## src/design/nfa_pkg.sv

```systemverilog
// ----------------------------------------------------------------------------
// nfa_pkg
// shared types and constants of the nor flash array model
// ----------------------------------------------------------------------------
`default_nettype none

package nfa_pkg;

    // default geometry, both powers of two
    localparam int unsigned ARRAY_BYTES_DEF  = 65536;
    localparam int unsigned SECTOR_BYTES_DEF = 4096;

    localparam logic [7:0]  ERASED_BYTE = 8'hFF;
    localparam logic [23:0] OFFSET_MAX  = 24'hFFFFFF;

    typedef enum logic [2:0] {
        CMD_OPEN         = 3'd0,
        CMD_CLOSE        = 3'd1,
        CMD_FULL_ERASE   = 3'd2,
        CMD_WRITE        = 3'd3,
        CMD_READ         = 3'd4,
        CMD_SECTOR_ERASE = 3'd5
    } t_cmd;

    typedef enum logic [1:0] {
        ST_OK       = 2'd0,
        ST_NOT_OPEN = 2'd1,
        ST_RANGE    = 2'd2
    } t_status;

    typedef enum logic [1:0] {
        S_IDLE,
        S_ACCESS,
        S_ERASE,
        S_RESP
    } t_state;

    // controller to datapath
    typedef struct packed {
        logic accept;       // take the input transaction
        logic access_done;  // finish a byte read or write
        logic erase_step;   // erase one byte of the current range
        logic out_load;     // move the result into the output register
    } t_dp_cmd;

    // datapath to controller
    typedef struct packed {
        logic go_access;    // input item needs a memory access
        logic go_erase;     // input item starts an erase walk
        logic erase_last;   // current erase byte is the final one
        logic out_free;     // output register can take a result
    } t_dp_stat;

endpackage

`default_nettype wire

```

## src/design/nfa_ctrl.sv

```systemverilog
// ----------------------------------------------------------------------------
// nfa_ctrl
// sequencing state machine: accept, byte access, erase walk, response
// ----------------------------------------------------------------------------
`default_nettype none

module nfa_ctrl (
    input  wire logic              i_clk,
    input  wire logic              i_rst_n,
    input  wire logic              i_valid,
    output      logic              o_stall,
    input  wire nfa_pkg::t_dp_stat i_stat,
    output      nfa_pkg::t_dp_cmd  o_cmd
);

    nfa_pkg::t_state r_state;
    nfa_pkg::t_state n_state;

    always_ff @(posedge i_clk) begin
        if (!i_rst_n) begin
            r_state <= nfa_pkg::S_IDLE;
        end else begin
            r_state <= n_state;
        end
    end

    always_comb begin
        n_state = r_state;
        o_cmd   = '0;
        o_stall = 1'b1;
        case (r_state)
            nfa_pkg::S_IDLE: begin
                o_stall = 1'b0;
                if (i_valid) begin
                    o_cmd.accept = 1'b1;
                    if (i_stat.go_access) begin
                        n_state = nfa_pkg::S_ACCESS;
                    end else if (i_stat.go_erase) begin
                        n_state = nfa_pkg::S_ERASE;
                    end else begin
                        n_state = nfa_pkg::S_RESP;
                    end
                end
            end
            nfa_pkg::S_ACCESS: begin
                o_cmd.access_done = 1'b1;
                n_state           = nfa_pkg::S_RESP;
            end
            nfa_pkg::S_ERASE: begin
                o_cmd.erase_step = 1'b1;
                if (i_stat.erase_last) begin
                    n_state = nfa_pkg::S_RESP;
                end
            end
            nfa_pkg::S_RESP: begin
                if (i_stat.out_free) begin
                    o_cmd.out_load = 1'b1;
                    n_state        = nfa_pkg::S_IDLE;
                end
            end
            default: begin
                n_state = nfa_pkg::S_IDLE;
            end
        endcase
    end

    // a byte access state is always followed by the response state
    a_access_one_cycle: assert property (@(posedge i_clk) disable iff (!i_rst_n)
        (r_state == nfa_pkg::S_ACCESS) |=> (r_state == nfa_pkg::S_RESP))
        else $error("byte access did not finish in one cycle");

    // an item with no memory work goes straight to the response
    a_simple_to_resp: assert property (@(posedge i_clk) disable iff (!i_rst_n)
        (r_state == nfa_pkg::S_IDLE && i_valid && !i_stat.go_access && !i_stat.go_erase)
        |=> (r_state == nfa_pkg::S_RESP))
        else $error("simple command did not go to response");

endmodule

`default_nettype wire

```

## config.mk

```make
export PLATFORM = sky130hd
export DESIGN_NAME = nfa_ctrl
export DESIGN_NICKNAME = d
export VERILOG_FILES = /design/src/design/nfa_pkg.sv /design/src/design/nfa_ctrl.sv
export SDC_FILE = /design/constraint.sdc
export NUM_CORES = 1
export LEC_CHECK = 0
export ABC_CLOCK_PERIOD_IN_PS = 1400
export BUFFER_PORTS_ARGS = -buffer_cell sky130_fd_sc_hd__buf_4
export CORE_AREA = 10 10 47 49
export DETAILED_ROUTE_END_ITERATION = 12
export DIE_AREA = 0 0 57 59
export GPL_ROUTABILITY_DRIVEN = 0
export PLACE_DENSITY = 0.44
export SYNTH_ARGS = -nofsm -noshare
export SYNTH_HDL_FRONTEND = slang
export SYNTH_SLANG_ARGS = --single-unit
```

## constraint.sdc

```tcl
create_clock -name i_clk -period 1.4 [get_ports i_clk]
set_clock_uncertainty 0.1 [all_clocks]
set_input_delay 0 -clock i_clk [delete_from_list [all_inputs] [get_ports i_clk]]
set_output_delay 0 -clock i_clk [all_outputs]
set_load 0.02 [all_outputs]
```

# Yosys cells after proc, flatten, opt, wreduce, memory -nomap -nowiden
# Cells that the tools add are included.
# totals
register_bits	2
input_bits	7
# classes
reduce_logical	2
n_eq_ne	6
mux	13
# ops
cell	n
$mux W1	8
$mux W2	4
$pmux W2 S4	1
$ne A2 B2 Y1 const B	3
$eq A2 B2 Y1 const B	2
$reduce_and A3 Y1	1
$eq A2 B1 Y1 const B	1
$logic_not A2 Y1	1

# Depth between registers and ports, before layout
# Gate-level depths: netlist of the first run.
# logic_depth
word_depth	4
mapped_depth	5

# Worst setup path after synthesis of the first run
# Ideal clock, no wire load.
# synth_timing
path_type	register -> register
from	register r_state[0]
to	register r_state[0]
slack_ps	-162
period_less_slack_ps	1562
t_arrival_ps	1390
required_time_ps	1228
path_buffers	0
path_stages_with_launch	5
path_cell_list	dfxtp_1 > inv_1 > ha_1 > a222oi_1 > mux2i_1
# synth_via
elab_chain_cells	3
# synth_rtl
item	line_no	rtl
start: declaration	nfa_ctrl.sv:16	nfa_pkg::t_state r_state;
start signal: assignment	nfa_ctrl.sv:21	r_state <= nfa_pkg::S_IDLE;
start signal: assignment	nfa_ctrl.sv:23	r_state <= n_state;
$eq A2 B2 Y1 or $logic_not A2 Y1 (tied branches)	nfa_ctrl.sv:31	case (r_state)
$ne A2 B2 Y1 (no line)	-	
$reduce_and A3 Y1 (no line)	-	
# Parallel ways exist; a longest one is shown, timed or not.
# A chain may end at the register's enable or synchronous reset.

# Final worst setup path of the first run
# layout_timing
from	register r_state[0]
to	register r_state[1]
# The elaborated chain is that of the path after synthesis.

==> impl_metrics.ini, run 1 <==
[sta]
finalMaxSlewViolations = 0
period_needed_ps = 1370
setup_ws_ps = 31.2
slew_headroom_pct = 81.4
rsz0062_at_grt = yes
hold_violations = 0
worst_pin_slew_ps = 279
period_share_pct = 97.8
setup_viol = 0
fmax_ghz = 0.731

[drt]
wire_per_inst_um = 10.1
dr_total_vias = 216
wirelength_um = 593
drc_errors = 0
routed_via_density = 3.66
drt-initial-drc-count = 4
ant_nets = 0
drt_pass1_iterations = 4

[setup_path]
critPathKind = register to register
critPathCaptureType = register
path_max_fanout = 3
startpoint_type = register
critPathMaxStageDelay_ps = 360
critPathRequiredTime_ps = 1440
critPathTopFamily = flip-flops
crit_arrival_ps = 1410
crit_chain = inv_4 -> ha_4 -> a222oi_1 -> buf_4 -> mux2i_1
path_buf_inv = 2
slowest_stage = dfxtp_4

[clocking]
cts_tree = done
clk_latency_ps = 220
cts_num_sinks = 2
ctsRootBufferMaster = clkbuf_4
cts.clk_slew.worst_paths_ps = 30
numCtsBuffers = 3
h-tree-depth = 1
clockBufferDepth = 2

[power_and_ir_drop]
combPwrFrac_pct = 65.1
max-vdd-ir-drop_v = 0.000542
p_sw_share_pct = 41.1
seqPwrFrac_pct = 18.3
switchingPower_uw = 310
powerDensity_nw_per_um2 = 1870
power.leakage_uw = 0.000202
cell_internal_pwr_uw = 443
power_uw = 753
clockPowerShare_pct = 16.6

[synthesis]
synthCells = 25
synth_area_leaders = ha_1 30%, dfxtp_1 19%, inv_1 11%
syn_area_per_cell_sq_um = 8.26
synth_cell_types = 12
synth-seq-cells = 2
yosys.area.top_type_share_pct = 30.3
synth_seq_area_share_pct = 19.4
ys_warn_count = 0
syn-cell-area_sq_um = 206
syn-num-nets = 37
yosysTopAreaCell = ha_1

[die]
dieArea_sq_um = 3360
top_level_ports = 12
die_y_um = 59
start_util_pct = 14.7
die_w_um = 57
core_area_sq_um = 1400
rows = 14

[cells_and_area]
regArea_sq_um = 47.5
area_growth_syn_to_layout_pct = 94.5
top_regs = r_state: 2 flops
fin_util_pct = 28.7
largest-register = r_state
largest_register_ffs = 2
drive_gt1_share_pct = 58.1
mostFrequentLayoutCells = 14 x buf_4, 4 x inv_1, 3 x clkbuf_4
multi_input_area_sq_um = 171
antenna_cells = 0
fin_nets = 57
final_common_cell = buf_4
fillers = 169

[placement]
preCtsSetupSlack_ps = -32.4
numPortBuffers = 11

[min_path]
hp-class = input pin to register

[global_route]
track_usage_pct = 3.88
gr-total-overflow = 0
grt_start_max_net_pins = 5
antenna_found_initial = 0
grt_pass1_wl_um = 972
grt_pass1_vias = 255

[run]
drv_cap = 0

[status]
status = finished clean
[layout make-up]
| cell class | instances | share of cell area, % |
|---|---|---|
| timing repair buffer | 15 | 28.7 |
| tap | 16 | 4.98 |
| multi-input combinational | 17 | 42.7 |
| clock buffer | 3 | 5.61 |
| sequential | 2 | 11.8 |
| inverter | 6 | 6.23 |
[cell usage after synthesis, drive strengths merged]
master	number
nand3b	1
nor2	1
and2	1
ha	5
o21ai	1
o211ai	1
nor2b	2
dfxtp	2
nand2	2
a222oi	1
mux2i	2
inv	6
[worst register-to-register path, cell delays in order, from the launching register on]
cell	delay (ps)
dfxtp_4	360
inv_4	50
ha_4	150
a222oi_1	280
buf_4	180
mux2i_1	160
[final timing paths]
kind	startpoint	end	slack, ps	cells after the start
max reg2reg	r_state[0]	r_state[1]	30	5
min	i_stat[2]	r_state[0]	20	4
max	r_state[0]	r_state[1]	30	5
min reg2reg	r_state[1]	r_state[1]	410	2
[metal layers]
layer  GRT usage [%]  routed length (um)  share of wire [%]
met1            3.42                 264                 45
met5               0                   0                  0
met4            5.03                   0                  0
met2            5.74                 297                 50
met3            1.93                  31                5.2
[power groups by stage]
stage,clock network (uW),registers (uW),logic [uW]
3_5_place_dp,0,123,441
4_1_cts,134,125,471
6_report,125,138,490
2_1_floorplan,0,115,285
3_3_place_gp,0,126,438
5_1_grt,142,140,552
[metrics by stage]
step / hold slack, ps / instance area (sq um) / setup TNS (ps) / cells
finish: 20.4 / 402 / 0 / 59
global route: 64.9 / 402 / -146 / 59
CTS: 11.8 / 384 / 0 / 59
detailed placement: 184 / 339 / -59.9 / 54
global placement: 183 / 339 / -69.3 / 54
floorplan: 38.2 / 221 / 0 / 25
[repair_timing]
item                                    4_1_cts  5_1_grt
pin swaps                                     1        1
resized for setup                             2        5
setup buffers                                 1        0
endpoints found under the setup margin        2        2
hold endpoints to repair                      2        0
hold buffers                                  1        0
cloned                                        0        0
[kinds of logic after synthesis]
family	after synthesis	share of synthesized area, %
mux	2	9.70
fa+ha+maj	5	30.3
buf+inv	6	10.9
simple gates	7	18.8
compound gates	3	10.9
flops	2	19.4
Power figures use the tool's default switching activity.
==> run 2, diff against run 1 <==
==> constraint.sdc (replaced) <==
create_clock -name i_clk -period 1.4 [get_ports i_clk]
set_clock_uncertainty 0.1 [all_clocks]
set_input_delay 0 -clock i_clk [delete_from_list [all_inputs] [get_ports i_clk]]
set_output_delay 0 -clock i_clk [all_outputs]
set_load 0.05 [all_outputs]
==> impl_metrics.ini, run 2 (synthesized netlist as in run 1, its figures left out) <==
[status]
status = finished clean

[die]
die_y_um = 59
dieArea_sq_um = 3360
core_area_sq_um = 1400
top_level_ports = 12
rows = 14
start_util_pct = 14.7
die_w_um = 57

[sta]
fin_setup_tns_ps = 0
hold_violations = 0
period_needed_ps = 1370
period_share_pct = 97.6
finalMaxSlewViolations = 0
setup_viol = 0
worst_pin_slew_ps = 270
rsz0062_at_grt = yes
fmax_ghz = 0.732
slew_headroom_pct = 82.0

[clocking]
cts_num_sinks = 2
cts_tree = done
ctsRootBufferMaster = clkbuf_4
clk_latency_ps = 220
h-tree-depth = 1
numCtsBuffers = 3
clockBufferDepth = 2
cts.clk_slew.worst_paths_ps = 30

[placement]
hpwlAfterDp_um = 461
numPortBuffers = 11
dp.cells = 55

[power_and_ir_drop]
powerDensity_nw_per_um2 = 2180
power_uw = 897
max-vdd-ir-drop_v = 0.000629
power.leakage_uw = 0.000207

[cells_and_area]
fin_nets = 58
fillers = 158
final_common_cell = buf_4
antenna_cells = 0
mostFrequentLayoutCells = 15 x buf_4, 4 x inv_1, 3 x clkbuf_4
stdcell_count = 60
multi_input_area_sq_um = 174
area_growth_syn_to_layout_pct = 99.4
largest-register = r_state
regArea_sq_um = 47.5
largest_register_ffs = 2
drive_gt1_share_pct = 61.4
top_regs = r_state: 2 flops

[global_route]
grt_pass1_wl_um = 931
grt-busiest-layer = met2
grt_pass1_vias = 228
grtUsageMet1_pct = 3.79
use_met3_pct = 2.58
use_met2_pct = 4.50
antenna_found_initial = 0
track_usage_pct = 3.67
gr-total-overflow = 0
grt_start_max_net_pins = 5

[setup_path]
crit_arrival_ps = 1410
startpoint_type = register
critPathKind = register to register
critPathCaptureType = register
critPathRequiredTime_ps = 1440
path_max_fanout = 4

[drt]
wirelength_um = 558
drt_pass1_iterations = 4
dr_total_vias = 211
ant_nets = 0
drt-initial-drc-count = 4
drc_errors = 0
routed_via_density = 3.52
wire_per_inst_um = 9.30

[min_path]
hp-class = input pin to register

[run]
drv_cap = 0
run 2: cell types whose count changed in the layout (fill, tap and decap cells not counted):
cell     delta
buf_4       +1
nor2_1      -1
nor2_2      +1
o21ai_0     -1
o21ai_1     +1
run 2: cell type report:
type | count | share of cell area [%]
Clock buffer | 3 | 5.47
Sequential cell | 2 | 11.6
Multi-Input combinational cell | 17 | 42.2
Tap cell | 16 | 4.86
Inverter | 6 | 6.08
Timing Repair Buffer | 16 | 29.8
run 2: stage by stage:
step           util (%)  hold WS, ps  setup WS (ps)  cell area [sq um]
2_1_floorplan         -         38.2          -20.3                224
3_3_place_gp       24.9          184          -21.3                349
3_5_place_dp       24.9          185          -25.6                349
4_1_cts            27.6         19.1           3.70                387
5_1_grt            29.4         52.4          -57.4                412
6_report           29.4         26.1           33.6                412
run 2: report_power, final:
| part | leakage (uW) | switching (uW) | internal (uW) | total, uW |
|---|---|---|---|---|
| Clock | 0.0000138 | 27.4 | 94.1 | 121 |
| Combinational | 0.000175 | 366 | 269 | 634 |
| Sequential | 0.0000178 | 44.1 | 97.0 | 141 |
| Total | 0.000207 | 437 | 460 | 897 |
run 2: per-layer routing:
| metal | vias to the layer above | wire length, um |
|---|---|---|
| li1 | 121 | - |
| met1 | 83 | 265 |
| met2 | 7 | 250 |
| met3 | 0 | 43 |
| met4 | 0 | 0 |
| met5 | - | 0 |
run 2: what timing repair did:
item | CTS | global route
hold buffers | 1 | 0
endpoints found under the hold margin | 2 | 0
endpoints found under the setup margin | 2 | 2
pin swaps | 1 | 2
resized for setup | 2 | 6
setup buffers | 0 | 1
run 2: worst paths after layout:
check	start	to	cells after the start	slack, ps
setup / recovery	r_state[0]	r_state[1]	5	30
hold / removal	i_stat[2]	r_state[0]	4	30
setup reg to reg	r_state[0]	r_state[1]	5	30
hold reg to reg	r_state[0]	r_state[0]	2	410
run 2: critical path, cell delays in order, from the launching register on:
cell,delay (ps)
dfxtp_4,370
inv_4,60
ha_4,150
a222oi_1,270
buf_4,180
mux2i_1,160
==> run 3, diff against run 2 <==
--- a/config.mk
+++ b/config.mk
@@ -11,6 +11,7 @@
 export DETAILED_ROUTE_END_ITERATION = 12
 export DIE_AREA = 0 0 57 59
 export GPL_ROUTABILITY_DRIVEN = 0
+export GPL_TIMING_DRIVEN = 0
 export PLACE_DENSITY = 0.44
 export SYNTH_ARGS = -nofsm -noshare
 export SYNTH_HDL_FRONTEND = slang
==> impl_metrics.ini, run 3 (synthesized netlist as in run 1, its figures left out) <==
[placement]
numPortBuffers = 11
preCtsSetupSlack_ps = -108
hpwlAfterDp_um = 450

[drt]
drt-initial-drc-count = 4
drc_errors = 0
drt_pass1_iterations = 4
ant_nets = 0
wirelength_um = 529
dr_total_vias = 215
wire_per_inst_um = 9.28
routed_via_density = 3.77

[sta]
finalMaxSlewViolations = 0
period_needed_ps = 1340
hold_violations = 0
setup_ws_ps = 64.9
fmax_ghz = 0.749
rsz0062_at_grt = yes
slew_headroom_pct = 82.8
period_share_pct = 95.4
setup_viol = 0
worst_pin_slew_ps = 259

[clocking]
cts.clk_slew.worst_paths_ps = 30
ctsRootBufferMaster = clkbuf_4
clk_latency_ps = 230
clockBufferDepth = 2
cts_num_sinks = 2
h-tree-depth = 1
cts_tree = done
numCtsBuffers = 3

[cells_and_area]
regArea_sq_um = 47.5
multi_input_area_sq_um = 174
top_regs = r_state: 2 flops
drive_gt1_share_pct = 58.5
antenna_cells = 0
fin_util_pct = 27.9
mostFrequentLayoutCells = 12 x buf_4, 4 x inv_1, 3 x clkbuf_4
final_common_cell = buf_4
fin_nets = 55
fillers = 165
largest_register_ffs = 2
largest-register = r_state
area_growth_syn_to_layout_pct = 89.7

[setup_path]
critPathKind = register to register
path_max_fanout = 4
crit_arrival_ps = 1380
critPathCaptureType = register
critPathRequiredTime_ps = 1450
startpoint_type = register

[die]
dieArea_sq_um = 3360
top_level_ports = 12
core_area_sq_um = 1400
rows = 14
die_w_um = 57
start_util_pct = 14.7
die_y_um = 59

[min_path]
hp-class = input pin to register

[power_and_ir_drop]
powerDensity_nw_per_um2 = 2200
max-vdd-ir-drop_v = 0.000562
power.leakage_uw = 0.000193

[status]
status = finished clean

[global_route]
gr-total-overflow = 0
grt_pass1_wl_um = 848
antenna_found_initial = 0
track_usage_pct = 3.24
grt_pass1_vias = 227
grt_start_max_net_pins = 5

[run]
drv_cap = 0
run 3: routing by layer:
layer  vias to the layer above  share of wire, %  GRT usage (%)
met2                         9                46           4.34
met4                         0               2.6           4.03
li1                        116                 -              -
met3                         2                13           2.15
met1                        88                38           2.96
met5                         -                 0              0
run 3: cell type report:
type	instances	share of cell area (%)
clock buffer	3	5.75
inverter	6	7.03
multi-input combinational	17	44.4
sequential	2	12.1
tap	16	5.11
timing repair buffer	13	25.6
run 3: where the power goes:
group | internal [uW] | switching (uW) | total (uW)
registers | 97.0 | 45.8 | 143
clock network | 94.6 | 33.8 | 128
logic | 235 | 356 | 591
run 3: metrics by stage:
step	area, sq um	hold WS [ps]	TNS, ps	cells	total power [uW]
after global placement	327	183	-230	52	662
after global routing	392	52.5	-17.5	57	934
after detailed placement	327	180	-214	52	660
after CTS	367	7.81	0	57	819
final	392	8.30	0	57	862
after floorplan	224	38.2	-40.6	25	540
run 3: final timing paths:
path                                  from          to  slack (ps)  depth (start not counted)
worst max-delay path            r_state[0]  r_state[0]          60                          4
worst min-delay path             i_stat[2]  r_state[0]           8                          4
worst max register to register  r_state[0]  r_state[0]          60                          4
worst min register to register  r_state[0]  r_state[0]         400                          2
run 3: repair_timing:
| item | CTS | global route |
|---|---|---|
| endpoints found under the hold margin | 2 | 0 |
| pin swaps | 1 | 1 |
| gates cloned | 0 | 0 |
| gates resized for setup | 0 | 8 |
| hold buffers | 1 | 0 |
| setup buffers | 1 | 0 |
| endpoints found under the setup margin | 2 | 2 |
run 3: worst max-delay path, cell delays in order (launching register included):
cell and delay, ps:
dfxtp_4 350, ha_2 180, a222oi_1 290, buf_4 180
mux2i_1 160
